## src/suffix_array_prefix_doubling_defines.svh

```systemverilog
// Assertion macros used by the top-level RTL module. They assume ports named clock and reset.
`ifndef SUFFIX_ARRAY_PREFIX_DOUBLING_DEFINES_SVH
`define SUFFIX_ARRAY_PREFIX_DOUBLING_DEFINES_SVH

`define SAPD_ASSERT_NEVER(lbl, cond, msg) \
   lbl: assert property (@(posedge clock) disable iff (reset) !(cond)) else $error(msg);

`define SAPD_ASSERT_IMPL(lbl, ante, cons, msg) \
   lbl: assert property (@(posedge clock) disable iff (reset) (ante) |-> (cons)) \
      else $error(msg);

`define SAPD_ASSERT_NEXT(lbl, ante, cons, msg) \
   lbl: assert property (@(posedge clock) disable iff (reset) (ante) |=> (cons)) \
      else $error(msg);

`endif

```

## src/sapd_ram.sv

```systemverilog
`default_nettype none
module sapd_ram #(
   parameter int WIDTH = 8,
   parameter int DEPTH = 32,
   localparam int AW = (DEPTH > 1) ? $clog2(DEPTH) : 1
) (
   input  wire logic             clock,
   input  wire logic             wr_en,
   input  wire logic [AW-1:0]    wr_addr,
   input  wire logic [WIDTH-1:0] wr_data,
   input  wire logic [AW-1:0]    rd_addr,
   output logic      [WIDTH-1:0] rd_data
);

   logic [WIDTH-1:0] mem_ff [DEPTH];
   logic [WIDTH-1:0] rd_data_ff;

   always_ff @(posedge clock) begin
      if (wr_en) begin
         mem_ff[wr_addr] <= wr_data;
      end
      rd_data_ff <= mem_ff[rd_addr];
   end

   assign rd_data = rd_data_ff;

endmodule
`default_nettype wire

```

## config.mk

```make
export PLATFORM = sky130hd
export DESIGN_NAME = sapd_ram
export DESIGN_NICKNAME = d
export VERILOG_FILES = /design/src/suffix_array_prefix_doubling_defines.svh /design/src/sapd_ram.sv
export SDC_FILE = /design/constraint.sdc
export NUM_CORES = 1
export LEC_CHECK = 0
export BUFFER_PORTS_ARGS = -buffer_cell sky130_fd_sc_hd__buf_2
export CAP_MARGIN = 15
export CORE_MARGIN = 10
export CORE_UTILIZATION = 25
export CTS_CLUSTER_SIZE = 28
export DETAILED_ROUTE_END_ITERATION = 8
export PLACE_DENSITY = 0.35
export SETUP_SLACK_MARGIN = 0.02
export SKIP_CTS_REPAIR_TIMING = 1
export SLEW_MARGIN = 20
export SYNTH_ARGS = -nofsm -noshare
export SYNTH_HDL_FRONTEND = slang
export SYNTH_SLANG_ARGS = --single-unit
```

## constraint.sdc

```tcl
create_clock -name clock -period 2.2 [get_ports clock]
set_input_delay 0.11 -clock clock [delete_from_list [all_inputs] [get_ports clock]]
set_output_delay 0.11 -clock clock [all_outputs]
set_load 0.02 [all_outputs]
```

* After elaboration in Yosys (flattened, before gate mapping)
Memory sizes are Yosys's and may differ from the RTL's. A register that Yosys moved wholly into a read port is not among the register bits. Cells that the tools add are included. Widths: inputs -> output; s select.
Operators by class: multiplexer cells 2
Operators by type and width (number):
- $mux 1 | 2
Word-level totals: memories 1, flip-flop bits (word level) 0, bits in writable memories 256, logic and storage cells 3
Memory list:
- mem_ff | depth 32, bits a word 8, read ports 1, clocked after memory_dff 1, wr ports 1, line sapd_ram.sv:15 | logic [WIDTH-1:0] mem_ff [DEPTH];

* Logic depth before layout (Yosys ltp)
Gate-level depths: netlist (run 1).
word-level depth 2, gate-level depth with buffers 5, gate-level depth less buffers 3

* Worst setup path before layout (run 1)
Ideal clock, no wire load.
kind input-to-reg, start point in rd_addr[2], end point reg rd_data_ff[0], in the netlist rd_data[0] (read register of mem_ff), library setup time 0.121 ns, stages on the path 5, arrival 1.792 ns, path slack 0.288 ns, data required time 2.079 ns, cells stage by stage clkbuf_1 > clkbuf_1 > mux4_2 > mux4_2 > mux2_2
RTL lines:
- from (decl) | line sapd_ram.sv:11 | input wire logic [AW-1:0] rd_addr,
- to (decl) | line sapd_ram.sv:16 | logic [WIDTH-1:0] rd_data_ff;

==> results of run 1 <==
==> worst max-delay path: stages, from the launching register on <==
cell and delay [ns]:
edfxtp_1 0.36, mux4_2 0.55, mux4_2 0.57, mux2_2 0.31
==> how the worst min path moves through the flow <==
stage	startpoint	end	slack (ns)	cells after the start
2_1_floorplan	wr_data[0]	mem_ff[0][0]	0.21	0
3_3_place_gp	rd_data[7]	rd_data[7]	0.54	1
3_5_place_dp	rd_data[7]	rd_data[7]	0.54	1
4_1_cts	rd_addr[3]	rd_data[6]	0.03	2
5_1_grt	rd_addr[3]	rd_data[6]	0.03	2
6_report	rd_addr[3]	rd_data[6]	0.05	2
==> logic make-up after synthesis <==
logic type    count (synthesis)  share of synthesized area, %
flops                       264                         78.06
mux                          88                         18.82
simple gates                 45                         2.066
buf+inv                      20                         1.058
==> layout make-up <==
type                            count  share of cell area, %
Timing Repair Buffer               71                  4.503
Tap cell                          525                  5.447
Clock buffer                       42                  6.671
Multi-Input combinational cell    133                  17.41
Antenna cell                        1                0.02075
Clock inverter                     10                 0.8715
Sequential cell                   264                  65.08
==> flip-flops by register name, summed over array words and instances, names as in the netlist <==
| register | cells |
|---|---|
| rd_data | 8 |
| mem_ff | 256 |
==> stage by stage <==
step	TNS (ns)	hold WS (ns)
after floorplan	0	0.2089
after global placement	-0.03491	0.5392
after detailed placement	-0.06223	0.5422
after CTS	0	0.02880
after global routing	0	0.03250
final	0	0.05328
==> placed cells by master, fill, tap and decap left out <==
master and count:
bufinv_16 2, dfxtp_1 8, buf_2 26, mux4_2 80, clkinv_4 2, nand3_1 2
clkinv_1 4, clkbuf_16 29, buf_4 39, clkbuf_1 10, clkinvlp_4 1, nand3b_1 5
nor2_1 33, diode_2 1, nand2_1 1, mux2_2 8, edfxtp_1 256, or3b_2 3
or3_1 1, clkbuf_8 3, buf_12 6, clkinv_2 1
==> power groups by stage <==
| stage | Sequential [mW] | Clock (mW) | Combinational, mW |
|---|---|---|---|
| 2_1_floorplan | 5.74 | 0 | 0.298 |
| 6_report | 5.62 | 4.57 | 0.595 |
| 3_3_place_gp | 5.73 | 0 | 0.614 |
| 5_1_grt | 5.62 | 4.94 | 0.650 |
| 3_5_place_dp | 5.73 | 0 | 0.622 |
| 4_1_cts | 5.62 | 4.75 | 0.623 |
==> layer usage <==
metal	global-route usage [%]	up-vias	routed length (µm)
li1	-	1944	-
met1	14.22	2486	11270
met3	2.185	37	1275
met2	16.68	93	11910
met4	2.698	0	487
met5	0	-	0
==> results.md, run 1 <==
* Multi-input gate area at 2100 µm²
* Drt via density at 4.359
* Post-synth ARST share at 0%
* Chip height at 220.5 µm
* Max_cap viols at 0
* Switch Pwr at 2.190 mW
* Slew HR at 54.58%
* I/O Buffers at 27
* Post-route ant nets at 0
* Synth area leader: edfxtp_1
* Post-synth top area share at 76.47%
* Slew of the pin with the lowest slew margin at 0.6813 ns
* Worst Hold Class: in2reg
* Initial antenna violation count at 2
* Grt ovf at 0
* First-pass GRT wire length at 35910 µm
* DRC Markers at 0
* Final core utilization at 30.35%
* Register bit count reported by yosys at 264
* Clock Sink Count at 264
* Fin area at 12060 µm²
* Cell area power density at 894.6 nW/µm²
* Finished Layout Cells at 1046
* Iter 0 DRT Violations at 259
* Total power after layout at 10.79 mW
* Total Routing Usage GR at 10.43%
* Ranking of synthesized cells by area: edfxtp_1 76%, mux4_2 18%, dfxtp_1 1.6%
* CTS clk-pin slew, worst paths at 0.06 ns
* Worst-case reg-to-reg path depth at 3
* Peak supply drop at 0.4574 mV
* Seq/Total Area, Yosys at 78.06%
* Seq pwr share at 52.1%
* Initial core utilization at 25.30%
* Clock Power Share at 42.4%
* Core Footprint at 39730 µm²
* Switching share of power at 20.30%
* Highest clock rate at 0.5279 GHz
* GPL Wtd Cong at 0.6996
* Static Leak at 3.771 nW
* Unrepaired setup endpoints after global routing: no
* Synth top cells by count: 256 x edfxtp_1, 80 x mux4_2, 33 x nor2_1
* CTS max path bufs at 3
* Vias in the first global route at 4873
* Status: completed
* Reg-to-Reg End: rd_data[0]
* Post-Syn Area per Cell at 24.11 µm²
* Routed via count at 4560
* Most used flip-flop cell after synthesis: edfxtp_1
* I/O Pins at 28
* Largest net degree at the start of global routing at 38
* Mapped Cells at 417
* Share of cells above drive strength 1 at 38.46%
* Area taken by flip-flops and latches at 7848 µm²
* Fin crit period at 1.894 ns
* Worst setup path endpoint: rd_data[0]
* First-pass DRT Iterations at 4
* Worst-Skew Late Latency at 0.53 ns
* CTS tree: built
* Post-synth net total at 437
* Final hold violation count at 0
* Crit path kind: reg2reg
* Die Wd at 220.5 µm
* Placed insts at 993
* Die ar. at 48640 µm²
* Synth warnings at 0
* Worst setup startpoint: mem_ff[13][0]
* Yosys cell types at 15
* CP arrival at 2.31 ns
* Internal reg-to-reg setup slack at 0.31 ns
* Final setup viols at 0
* Area growth from synthesis to layout at 19.95%
* Combinational share of power at 5.5%
* Fin crit share at 86.11%
* Wirelength per Cell at 23.85 µm
* Final WL at 24940 µm
* Int Power at 8.598 mW
* Final worst slack at 0.3056 ns
* Cell row count at 73
* Most common cell in the netlist: edfxtp_1
* Post-Syn Area at 10050 µm²
* Setup crit start kind: flip-flop
* CP required at 2.62 ns
* CTS H-tree depth at 1
* Final nets at 518
* CP Capture Type: flip-flop
* Worst Path Max Fanout at 1
* Dpl cell area at 11150 µm²
* Clock root cell: clkbuf_16
* Reg2reg start: mem_ff[13][0]
* Total CTS buffers at 28
* Final Max Slew Viols at 0
* Final HPWL DP at 16500 µm
* Fill cell count at 3808
* Post-synth EDFFs at 256
* Final Skew at 0.009255 ns
* DP Worst Slack at -0.04418 ns
No activity file was read; power rests on OpenSTA's default activity.
==> inputs of run 2 (changes only) <==
--- a/config.mk
+++ b/config.mk
@@ -11,7 +11,9 @@
 export CORE_UTILIZATION = 25
 export CTS_CLUSTER_SIZE = 28
 export DETAILED_ROUTE_END_ITERATION = 8
-export PLACE_DENSITY = 0.35
+export GPL_ROUTABILITY_DRIVEN = 0
+export PLACE_DENSITY = 0.36
+export REMOVE_ABC_BUFFERS = 1
 export SETUP_SLACK_MARGIN = 0.02
 export SKIP_CTS_REPAIR_TIMING = 1
 export SLEW_MARGIN = 20
==> constraint.sdc (replaced) <==
create_clock -name clock -period 1.7 [get_ports clock]
set_input_delay 0.085 -clock clock [delete_from_list [all_inputs] [get_ports clock]]
set_output_delay 0.085 -clock clock [all_outputs]
set_load 0.02 [all_outputs]
==> run 2 against run 1 <==
The flow now finishes with violations (setup timing). Global-route usage rose by 0.26 points. Register-to-register slack worse by 0.51 ns. Wire length is 2.7% higher. First-iteration DRC count down 15%. Clock power rose by 36%. Combinational power up 35%. Flip-flop and latch count is the same. Via count is 0.61% higher. Clock-buffer cell count is 5 lower. Cell area grew 1.5%. Largest power group unchanged.
==> results.md, run 2 (synthesis results as in run 1) <==
* Status: finished, violations left
* Failing checks: setup timing
* I/O Pins at 28 (unchanged)
* Multi-input gate area at 2103 µm² (+0.18%)
* Area growth from synthesis to layout at 21.77%
* WHS at 0.07032 ns (+0.01704 ns)
* Crit-path cells: mux4_2, mux4_2, mux2_4
* CTS max path bufs at 3 (unchanged)
* Fill cell count at 3818 (+0.26%)
* First-pass DRT Iterations at 4 (unchanged)
* Die Wd at 220.5 µm (unchanged)
* Slew HR at 53.79% (-0.79 points)
* Fin area at 12240 µm² (+1.5%)
* Placed insts at 1004 (+1.1%)
* Die ar. at 48640 µm² (unchanged)
* Fin crit share at 112.0% (+26 points)
* Initial antenna violation count at 9 (+7)
* Final setup viols at 8 (+8)
* Worst Path Max Fanout at 1 (unchanged)
* Metal3 WL at 1398 µm (+9.6%)
* Final hold violation count at 0 (unchanged)
* Clock Sink Count at 264 (unchanged)
* Largest register FFs at 256 (unchanged)
* Largest net degree at the start of global routing at 33 (-13%)
* Cell row count at 73 (unchanged)
* Most common cell after layout, fill and taps aside: edfxtp_1
* Highest clock rate at 0.5250 GHz (-0.55%)
* Max incr delay on CP at 0.56 ns (about the same)
* Final Max Slew Viols at 0 (unchanged)
* Metal2 WL at 12460 µm (+4.7%)
* CTS clk-pin slew, worst paths at 0.06 ns (about the same)
* Share of cells above drive strength 1 at 40.00% (+1.5 points)
* Final HPWL DP at 16540 µm (+0.22%)
* Post-route ant nets at 0 (unchanged)
* I/O Buffers at 27 (unchanged)
* Unrepaired setup endpoints after global routing: yes
* Drt via density at 4.312 (-1.1%)
* Worst-Skew Late Latency at 0.57 ns (+0.04 ns)
* Total Routing Usage GR at 10.69% (+0.26 points)
* First-pass GRT wire length at 37000 µm (+3.0%)
* Vias in the first global route at 4962 (+1.8%)
* Iter 0 DRT Violations at 219 (-15%)
* Total CTS buffers at 30 (+7.1%)
* Setup crit start kind: flip-flop
* Final worst slack at -0.2048 ns (-0.5104 ns)
* Top Layer Used: met4
* Clock root cell: clkbuf_16
* Finished Layout Cells at 1064 (+1.7%)
* CP dominant cell by count: mux4_2
* Slowest CP cell: mux4_2
* Fin crit period at 1.905 ns (+0.01040 ns)
* CP required at 2.14 ns (-0.48 ns)
* Routed via count at 4588 (+0.61%)
* Slew of the pin with the lowest slew margin at 0.6931 ns (+0.01180 ns)
* Chip height at 220.5 µm (unchanged)
* Core Footprint at 39730 µm² (unchanged)
* Initial core utilization at 25.30% (unchanged)
* Grt ovf at 0 (unchanged)
* DP Worst Slack at -0.4629 ns (-0.4187 ns)
* CTS tree: built
* CP arrival at 2.34 ns (+0.03 ns)
* Final core utilization at 30.81% (+0.46 points)
* Max_cap viols at 0 (unchanged)
* Most frequent cells in the layout: 256 x edfxtp_1, 80 x mux4_2, 47 x buf_4, 33 x nor2_1, 30 x clkbuf_16
* Worst Hold Class: in2reg
* Area taken by flip-flops and latches at 7848 µm² (unchanged)
* Dpl cell area at 11270 µm² (+1.1%)
* Final WL at 25610 µm (+2.7%)
* Final nets at 532 (+2.7%)
* WL met1 at 11240 µm (-0.27%)
* CP Capture Type: flip-flop
* Wirelength per Cell at 24.06 µm (+0.92%)
* Peak supply drop at 0.7473 mV (+63%)
* DRC Markers at 0 (unchanged)
* Final Skew at 0.02719 ns (+0.01793 ns)
* Top reg by flops: mem_ff
* Cell area power density at 1168 nW/µm² (+31%)
* Static Leak at 3.869 nW (+2.6%)
* Crit path kind: reg2reg
* CTS H-tree depth at 1 (unchanged)
run 2: cell count changes in the layout (fill, tap and decap cells not counted), sizes merged:
cell         change
buf             +11
clkinv           +6
clkbuf           -5
diode            +3
bufinv           +1
dlygate4sd3      +1
inv              +1
run 2: path summary, 6_finish.rpt:
path              slack, ns  cells past startpoint     startpoint             to
hold / removal         0.07                      2     wr_data[6]  mem_ff[28][6]
setup reg to reg      -0.20                      3  mem_ff[28][6]     rd_data[6]
setup / recovery      -0.20                      3  mem_ff[28][6]     rd_data[6]
hold reg to reg        0.90                      3   mem_ff[6][4]     rd_data[4]
run 2: report_power, final:
part	total [mW]	internal, mW	switching [mW]
Combinational	0.804	0.352	0.452
Clock	6.23	3.69	2.54
Sequential	7.27	7.24	0.0286
Total	14.3	11.3	3.02
run 2: worst max-delay path: cells and delay by family (launching register included):
| kind | cells | cell delay [ns] |
|---|---|---|
| muxes | 3 | 1.40 |
| DFF | 1 | 0.37 |
run 2: area by class of cell:
cell class                 instances  area share (%)
clock buffer                      37           6.347
sequential                       264           64.10
multi-input combinational        133           17.18
tap                              525           5.366
clock inverter                    18           1.421
antenna                            4         0.08177
timing repair buffer              83           5.499
run 2: layer usage:
metal	global-route usage, %	vias up
met1	14.48	2470
met4	3.265	0
met2	17.36	108
li1	-	1977
met3	1.721	33
met5	0	-
run 2: metrics by stage:
step                      TNS (ns)  power (mW)
after global routing        -1.346       14.86
after detailed placement    -3.191       8.242
after CTS                   -1.190       14.55
after floorplan                  0       7.728
after global placement      -3.147       8.232
final                      -0.9839       14.30
