### src/suffix_array_prefix_doubling_defines.svh
// Assertion macros used by the top-level RTL module. They assume ports named clock and reset.
`ifndef SUFFIX_ARRAY_PREFIX_DOUBLING_DEFINES_SVH
`define SUFFIX_ARRAY_PREFIX_DOUBLING_DEFINES_SVH

`define SAPD_ASSERT_NEVER(lbl, cond, msg) \
   lbl: assert property (@(posedge clock) disable iff (reset) !(cond)) else $error(msg);

`define SAPD_ASSERT_IMPL(lbl, ante, cons, msg) \
   lbl: assert property (@(posedge clock) disable iff (reset) (ante) |-> (cons)) \
      else $error(msg);

`define SAPD_ASSERT_NEXT(lbl, ante, cons, msg) \
   lbl: assert property (@(posedge clock) disable iff (reset) (ante) |=> (cons)) \
      else $error(msg);

`endif

### src/sapd_pkg.sv
`default_nettype none
package sapd_pkg;

   localparam int MAX_LEN_DEF = 32;
   localparam int ROW_CAP = 7;
   localparam int RANK_W = 8;
   localparam logic [7:0] SENTINEL_CHAR = 8'd36;

   typedef enum logic [1:0] {
      KIND_SA  = 2'd0,
      KIND_LCP = 2'd1,
      KIND_ERR = 2'd2
   } kind_type;

   typedef enum logic [2:0] {
      CMD_IDLE,
      CMD_LOAD,
      CMD_BLOAD,
      CMD_ROT,
      CMD_CLOAD,
      CMD_COUNT,
      CMD_COMMIT
   } cell_cmd_type;

   typedef struct packed {
      cell_cmd_type        cmd;
      logic [RANK_W-1:0]   rank_val;
   } cell_ctrl_type;

   typedef enum logic [3:0] {
      S_IDLE,
      S_BLOAD,
      S_ROT,
      S_CLOAD,
      S_COUNT,
      S_COMMIT,
      S_EMIT,
      S_EDRAIN,
      S_QRD,
      S_QCMP
   } state_type;

   // Doubling rounds needed for a cyclic string of n symbols, capped by the row count.
   function automatic logic [2:0] round_count(input logic [6:0] n);
      logic [2:0] r;
      logic [7:0] gap;
      r = 3'd0;
      gap = 8'd1;
      for (int s = 0; s < ROW_CAP - 1; s++) begin
         if (gap < {1'b0, n}) begin
            r = r + 3'd1;
            gap = gap << 1;
         end
      end
      return r;
   endfunction

endpackage
`default_nettype wire

### src/sapd_cell.sv
`default_nettype none
module sapd_cell
   import sapd_pkg::*;
#(
   parameter int IDX_W = 6,
   parameter int IDX = 0
) (
   input  wire logic                  clock,
   input  wire cell_ctrl_type         ctrl,
   input  wire logic [IDX_W-1:0]      wr_idx,
   input  wire logic [RANK_W-1:0]     b_nb,
   input  wire logic [2*RANK_W-1:0]   circ_nb,
   output logic      [RANK_W-1:0]     b_out,
   output logic      [2*RANK_W-1:0]   circ_out
);

   localparam logic [IDX_W:0] ME = (IDX_W + 1)'(IDX);

   logic [RANK_W-1:0]   own_ff, own_in;
   logic [RANK_W-1:0]   b_ff, b_in;
   logic [2*RANK_W-1:0] circ_ff, circ_in;
   logic [IDX_W-1:0]    cnt_ff, cnt_in;

   always_comb begin
      own_in = own_ff;
      b_in = b_ff;
      circ_in = circ_ff;
      cnt_in = cnt_ff;
      case (ctrl.cmd)
         CMD_LOAD: begin
            // The cell after the newest character holds the sentinel until overwritten.
            if ({1'b0, wr_idx} == ME) begin
               own_in = ctrl.rank_val;
            end else if ({1'b0, wr_idx} + 1'b1 == ME) begin
               own_in = '0;
            end
         end
         CMD_BLOAD: b_in = own_ff;
         CMD_ROT: b_in = b_nb;
         CMD_CLOAD: begin
            circ_in = {own_ff, b_ff};
            cnt_in = '0;
         end
         CMD_COUNT: begin
            if (circ_ff < {own_ff, b_ff}) begin
               cnt_in = cnt_ff + 1'b1;
            end
            circ_in = circ_nb;
         end
         CMD_COMMIT: own_in = RANK_W'(cnt_ff);
         default: ;
      endcase
   end

   always_ff @(posedge clock) begin
      own_ff <= own_in;
      b_ff <= b_in;
      circ_ff <= circ_in;
      cnt_ff <= cnt_in;
   end

   assign b_out = b_ff;
   assign circ_out = circ_ff;

endmodule
`default_nettype wire

### config.mk
export PLATFORM = sky130hd
export DESIGN_NAME = sapd_cell
export DESIGN_NICKNAME = d
export VERILOG_FILES = /design/src/suffix_array_prefix_doubling_defines.svh /design/src/sapd_pkg.sv /design/src/sapd_cell.sv
export SDC_FILE = /design/constraint.sdc
export NUM_CORES = 1
export LEC_CHECK = 0
export BUFFER_PORTS_ARGS = -buffer_cell sky130_fd_sc_hd__buf_2
export CELL_PAD_IN_SITES_DETAIL_PLACEMENT = 1
export CELL_PAD_IN_SITES_GLOBAL_PLACEMENT = 1
export CORE_ASPECT_RATIO = 2
export CORE_MARGIN = 2
export CORE_UTILIZATION = 43
export DETAILED_ROUTE_END_ITERATION = 8
export PLACE_DENSITY = 0.95
export SYNTH_ARGS = -nofsm -noshare
export SYNTH_HDL_FRONTEND = slang
export SYNTH_SLANG_ARGS = --single-unit
### constraint.sdc
create_clock -name clock -period 5.8 [get_ports clock]
set_clock_uncertainty 0.05 [all_clocks]
set_input_delay 1.16 -clock clock [delete_from_list [all_inputs] [get_ports clock]]
set_output_delay 1.16 -clock clock [all_outputs]
set_load 0.01 [all_outputs]
Word level (Yosys, flattened, before mapping)
Cells that the tools add are included.

operators by class
  add/sub/neg operators = 2
  magnitude comparators = 1
  eq/ne operators = 8
  multiplexer cells = 7
  reduce and logical (&&, ||, !) cells = 7

operators by type and width
  operator                                              count
  case mux 16 bit (2 select lines)                      1
  case mux 8 bit (2 select lines)                       2
  less-than comparator 16 bit                           1
  2-to-1 mux 8 bit                                      2
  case mux 6 bit (2 select lines)                       1
  equality test 3 bit (second input constant)           3
  adder 6 x 1 -> 7 bit (second input constant)          1
  zero test 7 bit                                       1
  adder 6 x 1 -> 6 bit (second input constant)          1
  equality test 3 x 2 -> 1 bit (second input constant)  2
  zero test 6 bit                                       1
  2-to-1 mux 6 bit                                      1
  nonzero test 2 bit                                    3
  AND reduction 2 bit                                   2
  equality test 3 x 1 -> 1 bit (second input constant)  1
  inequality test 3 bit (second input constant)         1
  inequality test 2 bit (second input constant)         1

word-level totals
  register bits after elaboration = 38
  input port bits = 42
  logic and storage cells = 29

Depth between registers and ports, before layout
Gate-level depths: netlist of the first run.

  depth after elaboration = 5
  depth in mapped cells = 6
  mapped depth without buffers = 6

Worst setup path before layout of the first run
No wires, ideal clock.

  path type = input to register
  start = input ctrl[8] (netlist name)
  end = register own_ff[0], enable pin
  library setup time = 384 ps
  arrival = 2356 ps
  slack = 3010 ps
  stages = 3
  path buffers = 1
  path through = buf_4 > or3b_2 > o21ai_0

between the ends
  longest elaborated chain between the ends = 3

RTL lines
  what                                                                          line             text
  from (decl)                                                                   sapd_cell.sv:9   input wire cell_ctrl_type ctrl,
  equality test 3 x 1 -> 1 bit or equality test 3 bit (tied branches)           sapd_cell.sv:29  case (ctrl.cmd)
  inequality test 3 bit (no source line) or nonzero test 2 bit (tied branches)  --
  AND reduction 2 bit (no source line) *                                        --
  to (signal assigned)                                                          sapd_cell.sv:56  own_ff <= own_in;
  to (decl)                                                                     sapd_cell.sv:19  logic [RANK_W-1:0] own_ff, own_in;

Every way passes the cells marked *; elsewhere a longest branch is shown, timed or not.
A chain may end at the register's enable or synchronous reset.

Worst setup path in the final report of the first run
  start = input ctrl[8] (netlist name)
  end = register own_ff[6], enable pin

The elaborated chain is that of the path after synthesis.

==> results of run 1 <==
==> sequential cells by signal, indices dropped and copies added (netlist names) <==
signal,cells
circ_out,16
b_out,8
own_ff,8
cnt_ff,6
==> final cells by class <==
class	count	area [um2]	area share
well taps	57	71.32	0.02709
repair buffers	65	325.3	0.1236
flip-flops and latches	38	1141	0.4335
clock inverters	3	40.04	0.01521
clock buffers	5	68.82	0.02614
multi-input cells	109	929.6	0.3531
inverters	15	56.30	0.02139
==> critical path: stages <==
cell and delay [ns]:
buf_2 0.18, or3b_2 0.47, o21ai_0 0.97
==> power breakdown <==
group | total, mW | switching [mW] | internal, mW | leakage, nW
logic | 0.0767 | 0.0377 | 0.0390 | 0.794
clock network | 0.227 | 0.101 | 0.127 | 0.0579
registers | 0.322 | 0.00757 | 0.314 | 0.350
total | 0.626 | 0.146 | 0.480 | 1.20
==> path summary, 6_finish.rpt <==
kind             endpoint  slack (ns)  cells past startpoint
max             own_ff[6]        2.89                      3
max reg2reg     cnt_ff[4]        3.66                      5
min          circ_out[11]        0.56                      1
min reg2reg  circ_out[11]        0.56                      1
==> through the flow <==
stage / setup slack (ns) / instances / hold WS, ns / power [mW] / util
6_report: 2.887 / 292 / 0.5648 / 0.6260 / 0.5412
5_1_grt: 2.754 / 292 / 0.5742 / 0.6486 / 0.5412
4_1_cts: 2.874 / 292 / 0.5604 / 0.6305 / 0.5412
3_5_place_dp: 2.554 / 284 / 0.5426 / 0.4052 / 0.5188
3_3_place_gp: 2.661 / 284 / 0.5323 / 0.4004 / 0.5188
2_1_floorplan: 3.010 / 166 / 0.4921 / 0.3719 / -
==> cells by family (layout without fill, tap and decap cells) <==
| group | after synthesis | after routing | synth area share |
|---|---|---|---|
| fa+ha+maj | 16 | 16 | 0.09265 |
| xor+xnor | 4 | 4 | 0.01622 |
| compound gates | 24 | 24 | 0.07180 |
| buf+inv | 19 | 88 | 0.04169 |
| flops | 38 | 38 | 0.5281 |
| simple gates | 41 | 41 | 0.09844 |
| mux | 24 | 24 | 0.1511 |
==> per-layer routing <==
metal / global-route usage / up-vias / part of all wire
met5: 0 / - / 0
met4: 0.08750 / 0 / 0.024
met3: 0.03448 / 9 / 0.043
met2: 0.3812 / 56 / 0.59
met1: 0.2067 / 754 / 0.34
li1: - / 741 / -
==> cells in the final DEF, fill, tap and decap left out, drive strengths merged, types with 2 or more instances in the layout <==
master and instances:
buf 65, edfxtp 38, mux2 24, nand2 19, ha 16, inv 15
o21ai 10, nor2 7, a21oi 5, clkbuf 5, o21a 2, and3 2
nor3b 2, nand3 2, xor2 2, xnor2 2, clkinv 2, a2111oi 2
==> out/qor.yml, run 1 <==
netlist_top_cells_area: "edfxtp_1 (53%), mux2_4 (10%), ha_1 (9.3%)"
cts_htree_levels: 2
numCtsBuffers: 5
grt.overflow.total: 0
cts-root-buf: "clkbuf_8"
synth.largest_area_cell: "edfxtp_1"
async_reset_ff_frac: 0
ant_nets: 0
pin_count: 66
synth_top_area_share: 0.5281
cts_resized: 0
core_mm2: 0.004865
path_class: "in2reg"
syn_area_per_cell_um2: 13.02
grt.total_usage: 0.2060
drt_wl_total_mm: 5.129
path_clk_slew_ns: 0.07
grt_max_degree: 22
rsz0062_at_grt: "false"
port_buffers: 65
fin_setup_tns_ns: 0
synth_edf_count: 38
crit_path_end_kind: "flip-flop"
drive_gt1_frac: 0.4340
start_kind: "primary input"
synth.cell_area_mm2: 0.002161
drt-vias-per-instance: 5.342
place_area_mm2: 0.002524
cts_buffer_depth: 2
ys_ff_latch: 38
vdd_ir_drop_max_uv: 177.4
cp_max_fo: 9
hpwl_mm: 4.106
yosys_warnings: 0
finalHoldViolations: 0
nNetsFinal: 292
outcome: "finished, final reports clean"
antenna_found_initial: 0
slew_violations: 0
cts_tree: "built"
crit_arrival_ns: 2.78
fin_area_mm2: 0.002633
maxCapViolCount: 0
area_growth_pct: 21.83
required_ns: 5.66
initial_core_util: 0.4442
setup_viol: 0
synthFlopType: "edfxtp_1"
max_freq_ghz: 0.3433
drt_iter0_drc: 19
post-cts-setup-buffers: 0
die_x_um: 54.13
p_per_area_mw_per_mm2: 237.8
cts.sinks: 38
synth_fp_nets: 224
crit_start: "ctrl[8]"
min_from: "own_ff[3]"
synth_most_common_cell: "edfxtp_1"
synth_cell_types: 35
insertedDiodeCount: 0
yosysSeqAreaShare: 0.5281
gp_congestion: 0.8145
remaining_drc_errors: 0
syn_inst: 166
grt_pass1_vias: 1691
min_period_ns: 2.913
rows: 36
num_vias: 1560
grt_pass1_wl_mm: 8.176
holdCritPathClass: "reg2reg"
tightest_slew_ns: 1.239
cts_hold_buf: 0
worstReg2RegStart: "circ_out[11]"
fin_crit_sh: 0.5023
ys_top_cells_by_count: "edfxtp_1 (38), nand2_1 (18), ha_1 (16)"
dieHeight_um: 104.3
fillers: 548
wl_per_cell_um: 17.57
die_area_mm2: 0.005643
leakage_nw: 1.202
drt_first_pass_iters: 4
max_slew_margin: 0.1653
insertion_delay_ns: 0.31
Power figures use the tool's default switching activity.
==> inputs of run 2 (changes only) <==
--- a/config.mk
+++ b/config.mk
@@ -10,9 +10,9 @@
 export CELL_PAD_IN_SITES_GLOBAL_PLACEMENT = 1
 export CORE_ASPECT_RATIO = 2
 export CORE_MARGIN = 2
-export CORE_UTILIZATION = 43
+export CORE_UTILIZATION = 40
 export DETAILED_ROUTE_END_ITERATION = 8
-export PLACE_DENSITY = 0.95
+export PLACE_DENSITY = 0.9
 export SYNTH_ARGS = -nofsm -noshare
 export SYNTH_HDL_FRONTEND = slang
 export SYNTH_SLANG_ARGS = --single-unit
==> constraint.sdc (replaced) <==
create_clock -name clock -period 2.7 [get_ports clock]
set_clock_uncertainty 0.05 [all_clocks]
set_input_delay 0.54 -clock clock [delete_from_list [all_inputs] [get_ports clock]]
set_output_delay 0.54 -clock clock [all_outputs]
set_load 0.01 [all_outputs]
==> run 2 against run 1 <==
  * First-iteration DRC count increased by 79%
  * Hold slack got worse by 0.071 ns
  * Die area increased by 7.1%
  * Wire length decreased by 1.2%
  * Critical path type is now reg2reg
  * Sequential share of layout area decreased by 0.23 points
  * Utilization decreased by 3.1 points
==> out/qor.yml, run 2 (same netlist as run 1, synthesis figures left out) <==
max_freq_ghz: 0.4717
cts_hold_buf: 0
cts_buffer_depth: 2
vdd_ir_drop_max_uv: 356.6
grt.overflow.total: 0
initial_core_util: 0.4167
post-cts-setup-buffers: 0
slew_violations: 0
antenna_found_initial: 0
crit_arrival_ns: 2.09
remaining_drc_errors: 0
drt_wl_total_mm: 5.068
start_kind: "flip-flop"
drive_gt1_frac: 0.4304
port_buffers: 65
finalHoldViolations: 0
holdCritPathClass: "in2reg"
path_class: "reg2reg"
gp_congestion: 0.7827
cp_max_fo: 6
insertion_delay_ns: 0.30
drt_iter0_drc: 34
pre_cts_slack_ns: 0.5306
grt_pass1_wl_mm: 8.314
final_cell_mix: "buf_2 (65), edfxtp_1 (38), nand2_1 (18)"
crit_path_end_kind: "flip-flop"
outcome: "finished, final reports clean"
setup_ws_ns: 0.5799
leakage_nw: 1.207
die_x_um: 55.97
fin_setup_tns_ns: 0
hpwl_mm: 4.147
grt.total_usage: 0.1839
grt_max_degree: 22
num_vias: 1555
max_slew_margin: 0.5733
largest_register_ffs: 16
dieHeight_um: 107.9
tightest_slew_ns: 0.6379
p_per_area_mw_per_mm2: 504.6
ant_nets: 0
area_growth_pct: 22.47
insertedDiodeCount: 0
cts-root-buf: "clkbuf_8"
grt_pass1_vias: 1703
mostFrequentLayoutCell: "buf_2"
pin_count: 66
die_area_mm2: 0.006041
finish.utilization: 0.5104
drt-vias-per-instance: 5.271
maxCapViolCount: 0
wl_per_cell_um: 17.18
min_period_ns: 2.120
path_delay_family: "compound AO/OA/AOI/OAI gates"
cp_slowest_cell: "a2111oi_0"
cts_htree_levels: 2
rows: 37
setup_viol: 0
nNetsFinal: 294
cts.sinks: 38
cts_resized: 0
whs_ns: 0.4938
core_mm2: 0.005185
regToRegSetupSlack_ns: 0.58
numCtsBuffers: 5
required_ns: 2.67
rsz0062_at_grt: "false"
fin_total_pwr_mw: 1.335
cts_tree: "built"
path_clk_slew_ns: 0.07
fin_crit_sh: 0.7852
crit_chain: "ha_1 > nand4_1 > a2111oi_0 > nand2_1 > o211a_1"
drt_first_pass_iters: 4
critical_path_buf_inv_count: 0
cpPeakStageDelay_ns: 0.48
## run 2: cell types whose count changed in the layout (fill, tap and decap cells not counted)
cell	before	now
buf_4	0	2
clkbuf_1	0	2
clkinv_2	2	0
## run 2: metal layers
| metal | global-route usage | wire length [um] |
|---|---|---|
| met5 | 0 | 0 |
| met2 | 0.3597 | 3085 |
| met3 | 0.03349 | 199 |
| met4 | 0.07993 | 116 |
| met1 | 0.1825 | 1668 |
## run 2: final timing paths
kind                                    from          end  cells past startpoint
worst min-delay path              circ_nb[6]  circ_out[6]                      2
worst max-delay path            circ_out[11]    cnt_ff[2]                      5
worst max register to register  circ_out[11]    cnt_ff[2]                      5
worst min register to register     cnt_ff[5]    own_ff[5]                      2
## run 2: final cells by class
type | count | area [um2]
clock buffer | 7 | 76.32
clock inverter | 1 | 30.03
fill | 586 | 2539
inverter | 15 | 56.30
multi-input combinational | 109 | 929.6
sequential | 38 | 1141
tap | 58 | 72.57
timing repair buffer | 67 | 340.3
## run 2: per-stage QoR
stage          std cells  area (um2)
2_1_floorplan        166        2161
3_3_place_gp         287        2540
3_5_place_dp         287        2540
4_1_cts              295        2646
5_1_grt              295        2646
6_report             295        2646
## run 2: power breakdown
part	leakage (nW)	switching (mW)	internal, mW
Combinational	0.804	0.0803	0.0848
Clock	0.0524	0.202	0.276
Sequential	0.350	0.0163	0.675
Total	1.21	0.299	1.04
